## src/hw/rtl/fbps_ram.sv

```systemverilog
// ---------------------------------------------------------------------------
// fbps_ram
// generic single-port synchronous ram with registered read
// ---------------------------------------------------------------------------
module fbps_ram #(
    parameter int WIDTH = 96,
    parameter int DEPTH = 8
) (
    input  logic                                      clk,
    input  logic                                      we,
    input  logic [(DEPTH > 1 ? $clog2(DEPTH) : 1)-1:0] addr,
    input  logic [WIDTH-1:0]                          wdata,
    output logic [WIDTH-1:0]                          rdata
);

    logic [WIDTH-1:0] mem [DEPTH];

    always_ff @(posedge clk)
    begin
        if (we)
            mem[addr] <= wdata;
        rdata <= mem[addr];
    end

endmodule

```

## config.mk

```make
export PLATFORM = sky130hd
export DESIGN_NAME = fbps_ram
export DESIGN_NICKNAME = d
export VERILOG_FILES = /design/src/hw/rtl/fbps_ram.sv
export SDC_FILE = /design/constraint.sdc
export NUM_CORES = 1
export LEC_CHECK = 0
export BUFFER_PORTS_ARGS = -buffer_cell sky130_fd_sc_hd__buf_2
export CORE_MARGIN = 4
export CORE_UTILIZATION = 30
export DETAILED_ROUTE_END_ITERATION = 6
export GPL_ROUTABILITY_DRIVEN = 0
export PLACE_DENSITY = 0.45
export RECOVER_POWER = 50
export SLEW_MARGIN = 20
export SYNTH_ARGS = -nofsm -noshare
export SYNTH_HDL_FRONTEND = slang
export SYNTH_SLANG_ARGS = --single-unit
```

## constraint.sdc

```tcl
create_clock -name clk -period 12.4 [get_ports clk]
set_clock_uncertainty 0.2 [all_clocks]
set_input_delay 2.48 -clock clk [delete_from_list [all_inputs] [get_ports clk]]
set_output_delay 2.48 -clock clk [all_outputs]
set_load 0.02 [all_outputs]
```

==> run_results.csv <==
group,metric,value,unit
timing,slew_headroom,-44.6,%
finish,final_nets,1858,
timing,fmax,166,MHz
run,maxCapViolCount,1,
floorplanning,die_w,330,um
hold_path,holdPathStages,2,
detailed_routing,ant_nets,0,
global_routing,use_met3,3.27,%
power_and_ir_drop,netSwitchingPower,1.37,mW
global_routing,grt_use_met2,21.9,%
power_and_ir_drop,p_int,5.04,mW
setup_path,cp.arrival,6360,ps
placement,dp_hpwl,41800,um
logic_synthesis,ys_warn_count,0,
power_and_ir_drop,pwr-share-clk,42.6,%
setup_path,end_kind,"flip-flop",
floorplanning,fp-row-count,117,
global_routing,grt-ovfl-total,0,
setup_path,worstSetupEndpoint,"rdata[3]$_DFF_P_",
global_routing,grt_pass1_vias,16300,
global_routing,antenna_found_initial,18,
power_and_ir_drop,power_switching_share,21.4,%
power_and_ir_drop,p_per_area,176,nW/um2
clock_tree,cts_root_buffer,"clkbuf_16",
hold_path,worstHoldPathType,"flip-flop to flip-flop",
power_and_ir_drop,irDropWorstVdd,105,uV
setup_path,startpoint_type,"primary input",
detailed_routing,drt-wirelength-per-cell,23.9,um
power_and_ir_drop,comb_power_share,5.4,%
power_and_ir_drop,p_leak,11.5,nW
setup_path,crit_type,"primary input to flip-flop",
timing,tightest_slew,2170,ps
finish,drive_gt1_share,25.8,%
floorplanning,die_h,330,um
setup_path,critPathRequiredTime,12720,ps
timing,slew_violations,31,
run_status,status,"finished, violations left",
clock_tree,htreeDepth,3,
clock_tree,clk_pin_slew_worst_paths,60,ps
setup_path,crit_fanout,78,
setup_path,r2r.worst_path.cells,2,
clock_tree,cts.sinks,864,
detailed_routing,drtPass1Iterations,7,
clock_tree,cts_hold_buf,0,
floorplanning,io_pins,197,
setup_path,r2r_start,"mem[7][87]$_DFFE_PP_",
clock_tree,tritoncts,"built",
finish,multiInputGateArea,5690,um2
logic_synthesis,ys_seq_elements,864,
detailed_routing,dr.first_iter.drc_count,1215,
global_routing,busiest_layer,"met2",
floorplanning,die_area,109000,um2
detailed_routing,vias_per_cell,4.76,
run_status,failed_checks,"max-capacitance violations, max-slew violations",
floorplanning,start_util,30.4,%
power_and_ir_drop,seqPwrFrac,51.9,%
clock_tree,clk-insertion-delay-late,640,ps
clock_tree,post-cts-setup-buffers,0,
logic_synthesis,yosysUniqueCellTypes,23,
logic_synthesis,syn_nets,1627,
timing,setup_viol,0,
logic_synthesis,yosysTopAreaCellShare,74.3,%
logic_synthesis,avgSynthCellArea,20.4,um2
placement,port_buffers,196,
detailed_routing,wirelength,76800,um
global_routing,grt_pass1_wl,112000,um
clock_tree,cts_resized,0,
timing,rsz0062_at_grt,"no",
finish,area_growth_syn_to_layout,17.5,%
logic_synthesis,synth_area_leaders,"edfxtp_1, mux2_2, dfxtp_1",
finish,post-route-util,35.7,%
timing,tns,0,ps
setup_path,crit_start,"addr[2]",
setup_path,worst_r2r_endpoint,"rdata[87]$_DFF_P_",
clock_tree,clk_path_buf_depth,3,
detailed_routing,via_count,15300,
logic_synthesis,yosysSeqAreaShare,80.4,%
timing,min_period,6040,ps
setup_path,r2r_setup_slack,10810,ps
logic_synthesis,syn-instance-count,1526,
logic_synthesis,synth_area,31100,um2
detailed_routing,drc,0,
finish,fillers,9547,
timing,fin_crit_sh,48.7,%
global_routing,grt_usage,13.9,%
finish,regArea,25000,um2
logic_synthesis,yosysTopAreaCell,"edfxtp_1",
global_routing,groute.layer.met1.usage,19.5,%
global_routing,grt_start_max_net_pins,149,
timing,hold_viol_final,0,
clock_tree,cts_made_buffers,92,
floorplanning,core_area,102000,um2
## state kept, by name (all words and copies together) (netlist names)
| name | cells |
|---|---|
| mem | 768 |
| rdata | 96 |
## critical path, stage by stage
cell	delay, ps
buf_6	560
clkbuf_1	1610
and3b_2	770
buf_4	520
a222oi_1	190
o21ai_0	180
## layer usage
layer / up-vias / share of wire (%)
li1: 6740 / -
met2: 385 / 46
met1: 8018 / 46
met4: 16 / 1.9
met5: - / 0.12
met3: 111 / 5.8
## cell usage in the layout (no fill, tap or decap), drive strengths merged
cell type  count
o21ai         49
and2           1
o211ai        29
mux2         251
nand2         32
nor3           5
a221oi         2
diode          5
and3b          1
a22oi        107
nor2           5
dfxtp         96
bufinv         9
clkinvlp       3
nor2b          4
mux4          36
buf           46
nand2b         1
inv            6
edfxtp       768
clkbuf       305
a222oi        48
clkinv        31
## cells in the mapped netlist, drive strengths merged
| library cell | instances |
|---|---|
| mux4 | 36 |
| and3b | 1 |
| a221oi | 2 |
| nor3 | 5 |
| inv | 2 |
| buf | 59 |
| nand2 | 32 |
| nor2 | 5 |
| a22oi | 107 |
| clkbuf | 30 |
| o211ai | 29 |
| and2 | 1 |
| o21ai | 49 |
| nor2b | 4 |
| mux2 | 251 |
| edfxtp | 768 |
| nand2b | 1 |
| dfxtp | 96 |
| a222oi | 48 |
## worst min-delay path by stage
stage	from	endpoint	slack [ps]
global placement	mem[0][56]$_DFFE_PP_	rdata[56]$_DFF_P_	240
global route	mem[0][15]$_DFFE_PP_	rdata[15]$_DFF_P_	280
CTS	mem[0][9]$_DFFE_PP_	rdata[9]$_DFF_P_	250
detailed placement	mem[0][33]$_DFFE_PP_	rdata[33]$_DFF_P_	250
finish	mem[0][36]$_DFFE_PP_	rdata[36]$_DFF_P_	260
floorplan	mem[0][15]$_DFFE_PP_	rdata[15]$_DFF_P_	240
## cell families (layout without fill, tap and decap cells)
logic type / count (synthesis) / count (layout) / synth area share, %
flip-flops: 864 / 864 / 80.4
multiplexers: 287 / 287 / 11.7
AO/OA/AOI/OAI: 235 / 235 / 5.68
buffers and inverters: 91 / 400 / 1.49
AND/OR/NAND/NOR: 49 / 49 / 0.677
other: 0 / 5 / 0
## metrics by stage
step                total power, mW  cell area [um2]  cells  hold WS, ps  setup slack (ps)
floorplan                      3.59            31100   1526          235              1670
global placement               3.76            33600   3030          244              5730
detailed placement             3.77            33600   3030          248              5690
CTS                            6.53            36700   3202          254              6380
global route                   6.67            36500   3203          284              5990
finish                         6.42            36500   3208          257              6360
## area by class of cell
type                       count  share of cell area [%]
clock buffer                 125                    7.02
multi-input combinational    571                    15.6
timing repair buffer         226                    2.84
inverter                       2                  0.0206
sequential                   864                    68.5
antenna                        5                  0.0343
clock inverter                47                    1.31
tap                         1368                    4.69
## power by group through the flow
| stage | combinational, mW | clock (mW) | sequential [mW] |
|---|---|---|---|
| floorplan | 0.168 | 0 | 3.42 |
| global placement | 0.367 | 0 | 3.39 |
| detailed placement | 0.372 | 0 | 3.39 |
| CTS | 0.373 | 2.82 | 3.33 |
| global route | 0.383 | 2.94 | 3.34 |
| finish | 0.349 | 2.73 | 3.33 |
(Power assumes the default switching activity.)
