**config.mk**
```make
export PLATFORM = sky130hd
export DESIGN_NAME = fbps_cfg
export DESIGN_NICKNAME = d
export VERILOG_FILES = /design/src/hw/rtl/fbps_pkg.sv /design/src/hw/rtl/fbps_cfg.sv
export SDC_FILE = /design/constraint.sdc
export NUM_CORES = 1
export LEC_CHECK = 0
export ABC_AREA = 1
export BUFFER_PORTS_ARGS = -buffer_cell sky130_fd_sc_hd__buf_2
export CAP_MARGIN = 5
export CORE_UTILIZATION = 50
export DETAILED_ROUTE_END_ITERATION = 8
export GPL_ROUTABILITY_DRIVEN = 0
export GPL_TIMING_DRIVEN = 1
export PLACE_DENSITY = 0.8
export RECOVER_POWER = 50
export SLEW_MARGIN = 0
export SYNTH_ARGS = -nofsm -noshare
export SYNTH_HDL_FRONTEND = slang
export SYNTH_SLANG_ARGS = --single-unit
```
**constraint.sdc**
```tcl
create_clock -name clk -period 1.68 [get_ports clk]
set_input_delay 0.084 -clock clk [delete_from_list [all_inputs] [get_ports clk]]
set_output_delay 0.084 -clock clk [all_outputs]
set_load 0.01 [all_outputs]
```
**src/hw/rtl/fbps_pkg.sv**
```systemverilog
// ---------------------------------------------------------------------------
// fbps_pkg
// types and constants shared by the falling box physics step block
// ---------------------------------------------------------------------------
package fbps_pkg;

    localparam logic REQ_TICK  = 1'b0;
    localparam logic REQ_PLACE = 1'b1;

    localparam logic [2:0] REG_FLOOR   = 3'd0;
    localparam logic [2:0] REG_GRAVITY = 3'd1;
    localparam logic [2:0] REG_REST    = 3'd2;
    localparam logic [2:0] REG_SIZE    = 3'd3;
    localparam logic [2:0] REG_STOP    = 3'd4;

    localparam logic [30:0] FLOOR_RESET   = 31'd245760;
    localparam logic [23:0] GRAVITY_RESET = 24'd294400;
    localparam logic [8:0]  REST_RESET    = 9'd141;
    localparam logic [23:0] SIZE_RESET    = 24'd25600;
    localparam logic [23:0] STOP_RESET    = 24'd20480;

    localparam int MAX_REPORT = 8;

    typedef struct packed {
        logic               req_type;
        logic [15:0]        step_time;
        logic [3:0]         grabbed_box;
        logic [3:0]         active_count;
        logic [2:0]         box_index;
        logic signed [31:0] place_x;
        logic signed [31:0] place_y;
    } in_item_t;

    typedef struct packed {
        logic [2:0]         out_index;
        logic signed [31:0] out_x;
        logic signed [31:0] out_y;
        logic signed [31:0] out_vel;
        logic               last_box;
    } out_item_t;

    typedef struct packed {
        logic [30:0] floor_level;
        logic [23:0] gravity_accel;
        logic [8:0]  restitution;
        logic [23:0] box_size;
        logic [23:0] stop_speed;
    } cfg_t;

    // box state word as kept in memory
    typedef struct packed {
        logic signed [31:0] x;
        logic signed [31:0] y;
        logic signed [31:0] vel;
    } box_t;

    function automatic logic signed [31:0] sat32(input logic signed [63:0] v);
        logic signed [31:0] r;
        if (v > 64'sd2147483647)
            r = 32'sh7fffffff;
        else if (v < -64'sd2147483648)
            r = 32'sh80000000;
        else
            r = v[31:0];
        return r;
    endfunction

endpackage

```
**src/hw/rtl/fbps_cfg.sv**
```systemverilog
// ---------------------------------------------------------------------------
// fbps_cfg
// apb register file for the physics constants
// ---------------------------------------------------------------------------
module fbps_cfg (
    input  logic               clk,
    input  logic               rst_n,
    input  logic               psel,
    input  logic               penable,
    input  logic               pwrite,
    input  logic [4:0]         paddr,
    input  logic [31:0]        pwdata,
    output logic [31:0]        prdata,
    output logic               pready,
    output fbps_pkg::cfg_t     cfg
);

    fbps_pkg::cfg_t cfg_reg;
    logic [2:0]     idx;

    assign idx    = paddr[4:2];
    assign pready = 1'b1;
    assign cfg    = cfg_reg;

    always_ff @(posedge clk or negedge rst_n)
    begin
        if (!rst_n)
        begin
            cfg_reg.floor_level   <= fbps_pkg::FLOOR_RESET;
            cfg_reg.gravity_accel <= fbps_pkg::GRAVITY_RESET;
            cfg_reg.restitution   <= fbps_pkg::REST_RESET;
            cfg_reg.box_size      <= fbps_pkg::SIZE_RESET;
            cfg_reg.stop_speed    <= fbps_pkg::STOP_RESET;
        end
        else if (psel && penable && pwrite)
        begin
            case (idx)
                fbps_pkg::REG_FLOOR:   cfg_reg.floor_level   <= pwdata[30:0];
                fbps_pkg::REG_GRAVITY: cfg_reg.gravity_accel <= pwdata[23:0];
                fbps_pkg::REG_REST:    cfg_reg.restitution   <= pwdata[8:0];
                fbps_pkg::REG_SIZE:    cfg_reg.box_size      <= pwdata[23:0];
                fbps_pkg::REG_STOP:    cfg_reg.stop_speed    <= pwdata[23:0];
                default: ;
            endcase
        end
    end

    always_comb
    begin
        case (idx)
            fbps_pkg::REG_FLOOR:   prdata = {1'b0, cfg_reg.floor_level};
            fbps_pkg::REG_GRAVITY: prdata = {8'd0, cfg_reg.gravity_accel};
            fbps_pkg::REG_REST:    prdata = {23'd0, cfg_reg.restitution};
            fbps_pkg::REG_SIZE:    prdata = {8'd0, cfg_reg.box_size};
            fbps_pkg::REG_STOP:    prdata = {8'd0, cfg_reg.stop_speed};
            default:               prdata = 32'd0;
        endcase
    end

endmodule

```
==> results of run 1 <==
==> worst max-delay path, stage by stage <==
cell	delay, ps
buf_2	90
nand3_1	140
clkbuf_2	470
nor2_1	280
clkbuf_1	430
nand2_1	140
nand2_1	120
==> cells in the mapped netlist (all sizes together) (2+ instances only) <==
library cell,number,area share [%]
nor2,21,1.8
nand2,251,18
dfstp,20,9.7
dfrtp,92,43
inv,23,1.6
nand3,66,6.2
buf,30,3.2
o21ai,98,9.7
nand4,47,5.4
clkbuf,24,1.7
conb,2,0.14
==> cell families (layout without fill, tap and decap cells) <==
logic type,Yosys count,in the layout
simple gates,386,386
buf+inv,78,282
flops,112,112
other cells,2,2
compound gates,98,98
==> per-layer routing <==
| metal | share of wire, % | vias up |
|---|---|---|
| met5 | 0 | - |
| li1 | - | 2621 |
| met4 | 1.8 | 0 |
| met1 | 40 | 2718 |
| met3 | 9.3 | 27 |
| met2 | 49 | 350 |
==> worst paths after layout <==
kind	from	to	slack [ps]	cells past startpoint
setup reg to reg	cfg[14]	cfg[14]	820	2
hold reg to reg	cfg[70]	cfg[70]	480	2
hold / removal	paddr[2]	cfg[40]	260	4
max in group asynchronous	rst_n	cfg[75]	340	3
setup / recovery	penable	cfg[14]	240	7
min in group asynchronous	rst_n	cfg[9]	300	2
==> report_power, final <==
part / switching (mW) / internal, mW / leakage, nW / total [mW]
Clock: 0.966 / 0.716 / 0.0994 / 1.68
Sequential: 0.418 / 3.27 / 1.39 / 3.69
Combinational: 1.14 / 0.753 / 2.31 / 1.89
==> through the flow <==
step / instances / cell area [µm²] / worst slack, ps / utilization (%) / hold WS [ps]
floorplan: 676 / 5416 / 613.2 / - / -211.6
detailed placement: 968 / 6497 / 264.0 / 62.38 / 43.97
finish: 1016 / 6933 / 243.4 / 66.56 / 256.6
CTS: 1016 / 7020 / 246.2 / 67.40 / 191.5
global placement: 968 / 6497 / 292.2 / 62.38 / 35.47
global route: 1016 / 6933 / 118.8 / 66.56 / 284.3
==> layout make-up <==
cell class / count / area (µm²) / share of cell area, %
tap: 136 / 170.2 / 2.454
sequential: 112 / 2828 / 40.79
clock buffer: 10 / 127.6 / 1.841
timing repair buffer: 242 / 1455 / 20.99
inverter: 24 / 92.59 / 1.335
multi-input combinational: 486 / 2185 / 31.51
clock inverter: 6 / 75.07 / 1.083
==> what timing repair did <==
action,CTS,global route
setup buffers,0,0
endpoints found under the hold margin,130,0
gates resized for setup,0,0
hold buffers,32,0
==> impl_metrics.ini, run 1 <==
[outcome]
outcome = finished clean

[floorplanning]
die-width_um = 106.1
rows = 37
initial_core_util_pct = 52.00
die_h_um = 106.1
dieArea_mm2 = 0.01125
core_area_mm2 = 0.01042
ios = 187

[clock_network]
cts.path.max_buffers = 2
clk_pin_slew_ps = 120
clockRootBuffer = clkbuf_8
htreeDepth = 3
clock_latency_ps = 370
cts.sinks = 112
tritoncts = built
cts_made_buffers = 9

[synth]
synthCells = 676
yosysUniqueCellTypes = 25
synth-edff-count = 0
synth_ff_type = dfrtp_1
synthSimpleGateAreaFrac_pct = 31.37
yosysSeqAreaShare_pct = 52.21
synth-xor-area-share_pct = 0
async_flop_share_pct = 100.0
syn_area_per_cell_um2 = 8.012
synth_mux_area_share_pct = 0
yosysWarningCount = 0
synth.net_count = 718
synth_top_family_by_area = simple AND/OR/NAND/NOR gates
ys_ff_latch = 112
synth_area_mm2 = 0.005416
synth-compound-area-share_pct = 9.679
synthAdderAreaFrac_pct = 0

[worst_setup_path]
path_max_fanout = 39
setup.worst_path.start_class = input port
crit_path_end_kind = flip-flop
cp.arrival_ps = 1760
critPathRequiredTime_ps = 2010
crit_type = in2reg

[timing]
drv_slew = 0
period_minus_slack_ps = 1437
finalHoldViolations = 0
worst_pin_slew_ps = 761.4
fmax_mhz = 696.1
relSlewSlack_pct = 49.24
rsz0062_at_grt = no
post-route-period-util_pct = 85.51
finalSetupTns_ps = 0
fin_skew_ps = 0
finalSetupViolations = 0

[global_routing]
gr-usage-met1_pct = 42.51
grt_pass1_vias = 5590
grt_busiest_layer = met2
grt_use_total_pct = 31.99
grt_overflow_total = 0
grt.met2_usage_pct = 52.38
use_met3_pct = 6.622
grt_max_degree = 57
grt_pass1_wl_um = 28040
antenna_found_initial = 0

[cells_and_area]
largest_register_ffs = 112
fin_nets = 917
n_fill_cell = 881
final_common_cell = nand2_1
syn_to_final_growth_pct = 28.00
drive_gt1_share_pct = 28.86
diodes = 0
final_cell_mix = nand2_1, buf_2, o21ai_0, dfrtp_1, nand3_1

[drt]
drc = 0
wl_per_cell_um = 17.05
drt_pass1_iterations = 5
viasPerCell = 5.626
drt_wl_total_um = 17330
dr_total_vias = 5716
dr.first_iter.drc_count = 646
ant_nets = 0

[power]
cellPowerDensity_mw_per_mm2 = 1047
p_leak_nw = 3.803
max-vdd-ir-drop_uv = 651.1
power_mw = 7.261

[place]
io_buffer_count = 181
hpwl_um = 11470

[hold_path]
hold_class = in2reg

[run]
max-cap-violations = 0
(Power assumes the default switching activity.)
==> run 2: changes to the inputs <==
==> constraint.sdc (replaced) <==
create_clock -name clk -period 1.68 [get_ports clk]
set_input_delay 0.168 -clock clk [delete_from_list [all_inputs] [get_ports clk]]
set_output_delay 0.168 -clock clk [all_outputs]
set_load 0.01 [all_outputs]
==> run 2 against run 1 <==
  * Combinational power is 3% lower
  * Worst hold slack worse by 240 ps
  * Maximum frequency is 3.9% lower
  * Routed wire length is 3.2% lower
  * Power is 0.64% higher
  * Clock skew stayed put
  * Largest power group unchanged
  * Worst setup slack worse by 58 ps
  * Via count is 1.5% lower
  * Critical path depth is 2 lower
  * Critical endpoint is now prdata[2]
  * Clock-buffer cell count stayed put
  * Clock power is 6% higher
  * Global-route usage is 2.1 points lower
==> impl_metrics.ini, run 2 (synthesis results as in run 1) <==
[outcome]
outcome = finished clean

[hold_path]
hold_class = in2reg
hold_depth = 3
hold_end = cfg[106]
hp-start = pwdata[25]

[floorplanning]
die-width_um = 106.1
rows = 37
core_area_mm2 = 0.01042
ios = 187
die_h_um = 106.1
dieArea_mm2 = 0.01125
initial_core_util_pct = 52.00

[worst_setup_path]
critPathRequiredTime_ps = 1510
cp.arrival_ps = 1330
reg2reg_to = cfg[98]
crit_path_end_kind = output pin
setup.worst_path.start_class = flip-flop
crit_type = reg2out
crit_top_cell = nand2_1
slowest_stage = dfstp_2
path_max_fanout = 3
ff2ff_setup_slack_ps = 870
r2r.worst_path.cells = 2
slowest_delay_ps = 560
rr_startpoint = cfg[98]
path_cells = nand4_1 -> nand2_1 -> nor2_1 -> nand2_1 -> buf_2

[place]
io_buffer_count = 181
dp_slack_ps = 210.5
hpwl_um = 11410

[timing]
relSlewSlack_pct = 49.50
worst_pin_slew_ps = 757.4
finalWorstSetupSlack_ps = 185.8
finalHoldViolations = 0
fmax_mhz = 669.3
finalSetupViolations = 0
rsz0062_at_grt = no
drv_slew = 0
period_minus_slack_ps = 1494
post-route-period-util_pct = 88.94
fin_skew_ps = 0
finalSetupTns_ps = 0

[cells_and_area]
multiInputGateArea_mm2 = 0.002202
largest_register_ffs = 112
final_cell_mix = nand2_1, buf_2, o21ai_0, dfrtp_1, nand3_1
seqCellArea_mm2 = 0.002828
diodes = 0
drive_gt1_share_pct = 30.41
n_fill_cell = 913
syn_to_final_growth_pct = 24.00
final_common_cell = nand2_1
fin_nets = 892

[global_routing]
grt_pass1_wl_um = 26080
grt_max_degree = 44
grt_use_total_pct = 29.88
grt_overflow_total = 0
antenna_found_initial = 0
grt_pass1_vias = 5232

[power]
p_switching_mw = 2.446
power_frac_seq_pct = 50.5
max-vdd-ir-drop_uv = 565.4
power_frac_clock_pct = 24.3
p_int_mw = 4.862
cellPowerDensity_mw_per_mm2 = 1088
switching_share_pct = 33.47
p_leak_nw = 3.711
combPwrFrac_pct = 25.1

[clock_network]
clockRootBuffer = clkbuf_8
cts.sinks = 112
cts_made_buffers = 9
clk_pin_slew_ps = 100
cts.path.max_buffers = 2
cts_setup_buffers = 0
htreeDepth = 3
tritoncts = built
clock_latency_ps = 360

[drt]
dr.first_iter.drc_count = 529
ant_nets = 0
drt_pass1_iterations = 6
met3_length_um = 1742
drt_wl_total_um = 16770
drc = 0
viasPerCell = 5.682
wl_per_cell_um = 16.93
dr.max_layer_used = met4
wl_met1_um = 6646
wl_met2_um = 8044
dr_total_vias = 5631

[run]
max-cap-violations = 0
==> run 2: metal layers <==
| layer | vias to the layer above | track usage (%) |
|---|---|---|
| li1 | 2568 | - |
| met1 | 2686 | 39.23 |
| met2 | 347 | 48.41 |
| met3 | 30 | 6.438 |
| met4 | 0 | 11.90 |
| met5 | - | 0 |
==> run 2: how the worst max path moves through the flow <==
stage	startpoint	endpoint	slack, ps	cells after the start
global route	cfg[50]	prdata[2]	120	5
floorplan	paddr[4]	prdata[2]	450	8
CTS	cfg[50]	prdata[2]	180	5
detailed placement	paddr[3]	cfg[59]	210	9
global placement	paddr[3]	cfg[64]	240	9
finish	cfg[50]	prdata[2]	190	5
==> run 2: through the flow <==
stage | cells | util [%] | cell area (µm²) | power [mW] | hold WS [ps]
after floorplan | 676 | - | 5416 | 4.576 | -127.6
after global placement | 971 | 62.96 | 6558 | 5.505 | 79.59
after detailed placement | 971 | 62.96 | 6558 | 5.591 | 79.55
after CTS | 991 | 65.45 | 6818 | 7.359 | 3.628
after global routing | 991 | 64.48 | 6716 | 7.676 | 11.27
final | 991 | 64.48 | 6716 | 7.307 | 18.91
==> run 2: final cells by class <==
cell class | count | area share, %
flip-flops and latches | 112 | 42.10
multi-input cells | 486 | 32.79
repair buffers | 217 | 17.92
well taps | 136 | 2.534
clock buffers | 10 | 2.049
inverters | 24 | 1.379
clock inverters | 6 | 1.230
==> run 2: power by group through the flow <==
stage | clock network, mW | registers [mW] | logic, mW
6_report | 1.78 | 3.69 | 1.84
3_3_place_gp | 0 | 3.69 | 1.81
5_1_grt | 1.90 | 3.74 | 2.03
3_5_place_dp | 0 | 3.71 | 1.88
2_1_floorplan | 0 | 3.90 | 0.681
4_1_cts | 1.80 | 3.67 | 1.89
==> run 2: timing repair <==
item	CTS	global route
hold buffers	4	0
gates resized for setup	0	0
hold endpoints to repair	53	0
==> run 2: critical path: cells and delay by family, from the launching register on <==
family                 cells  cell delay (ps)
buffers and inverters      1              130
DFF                        1              560
and+or+nand+nor            4              270
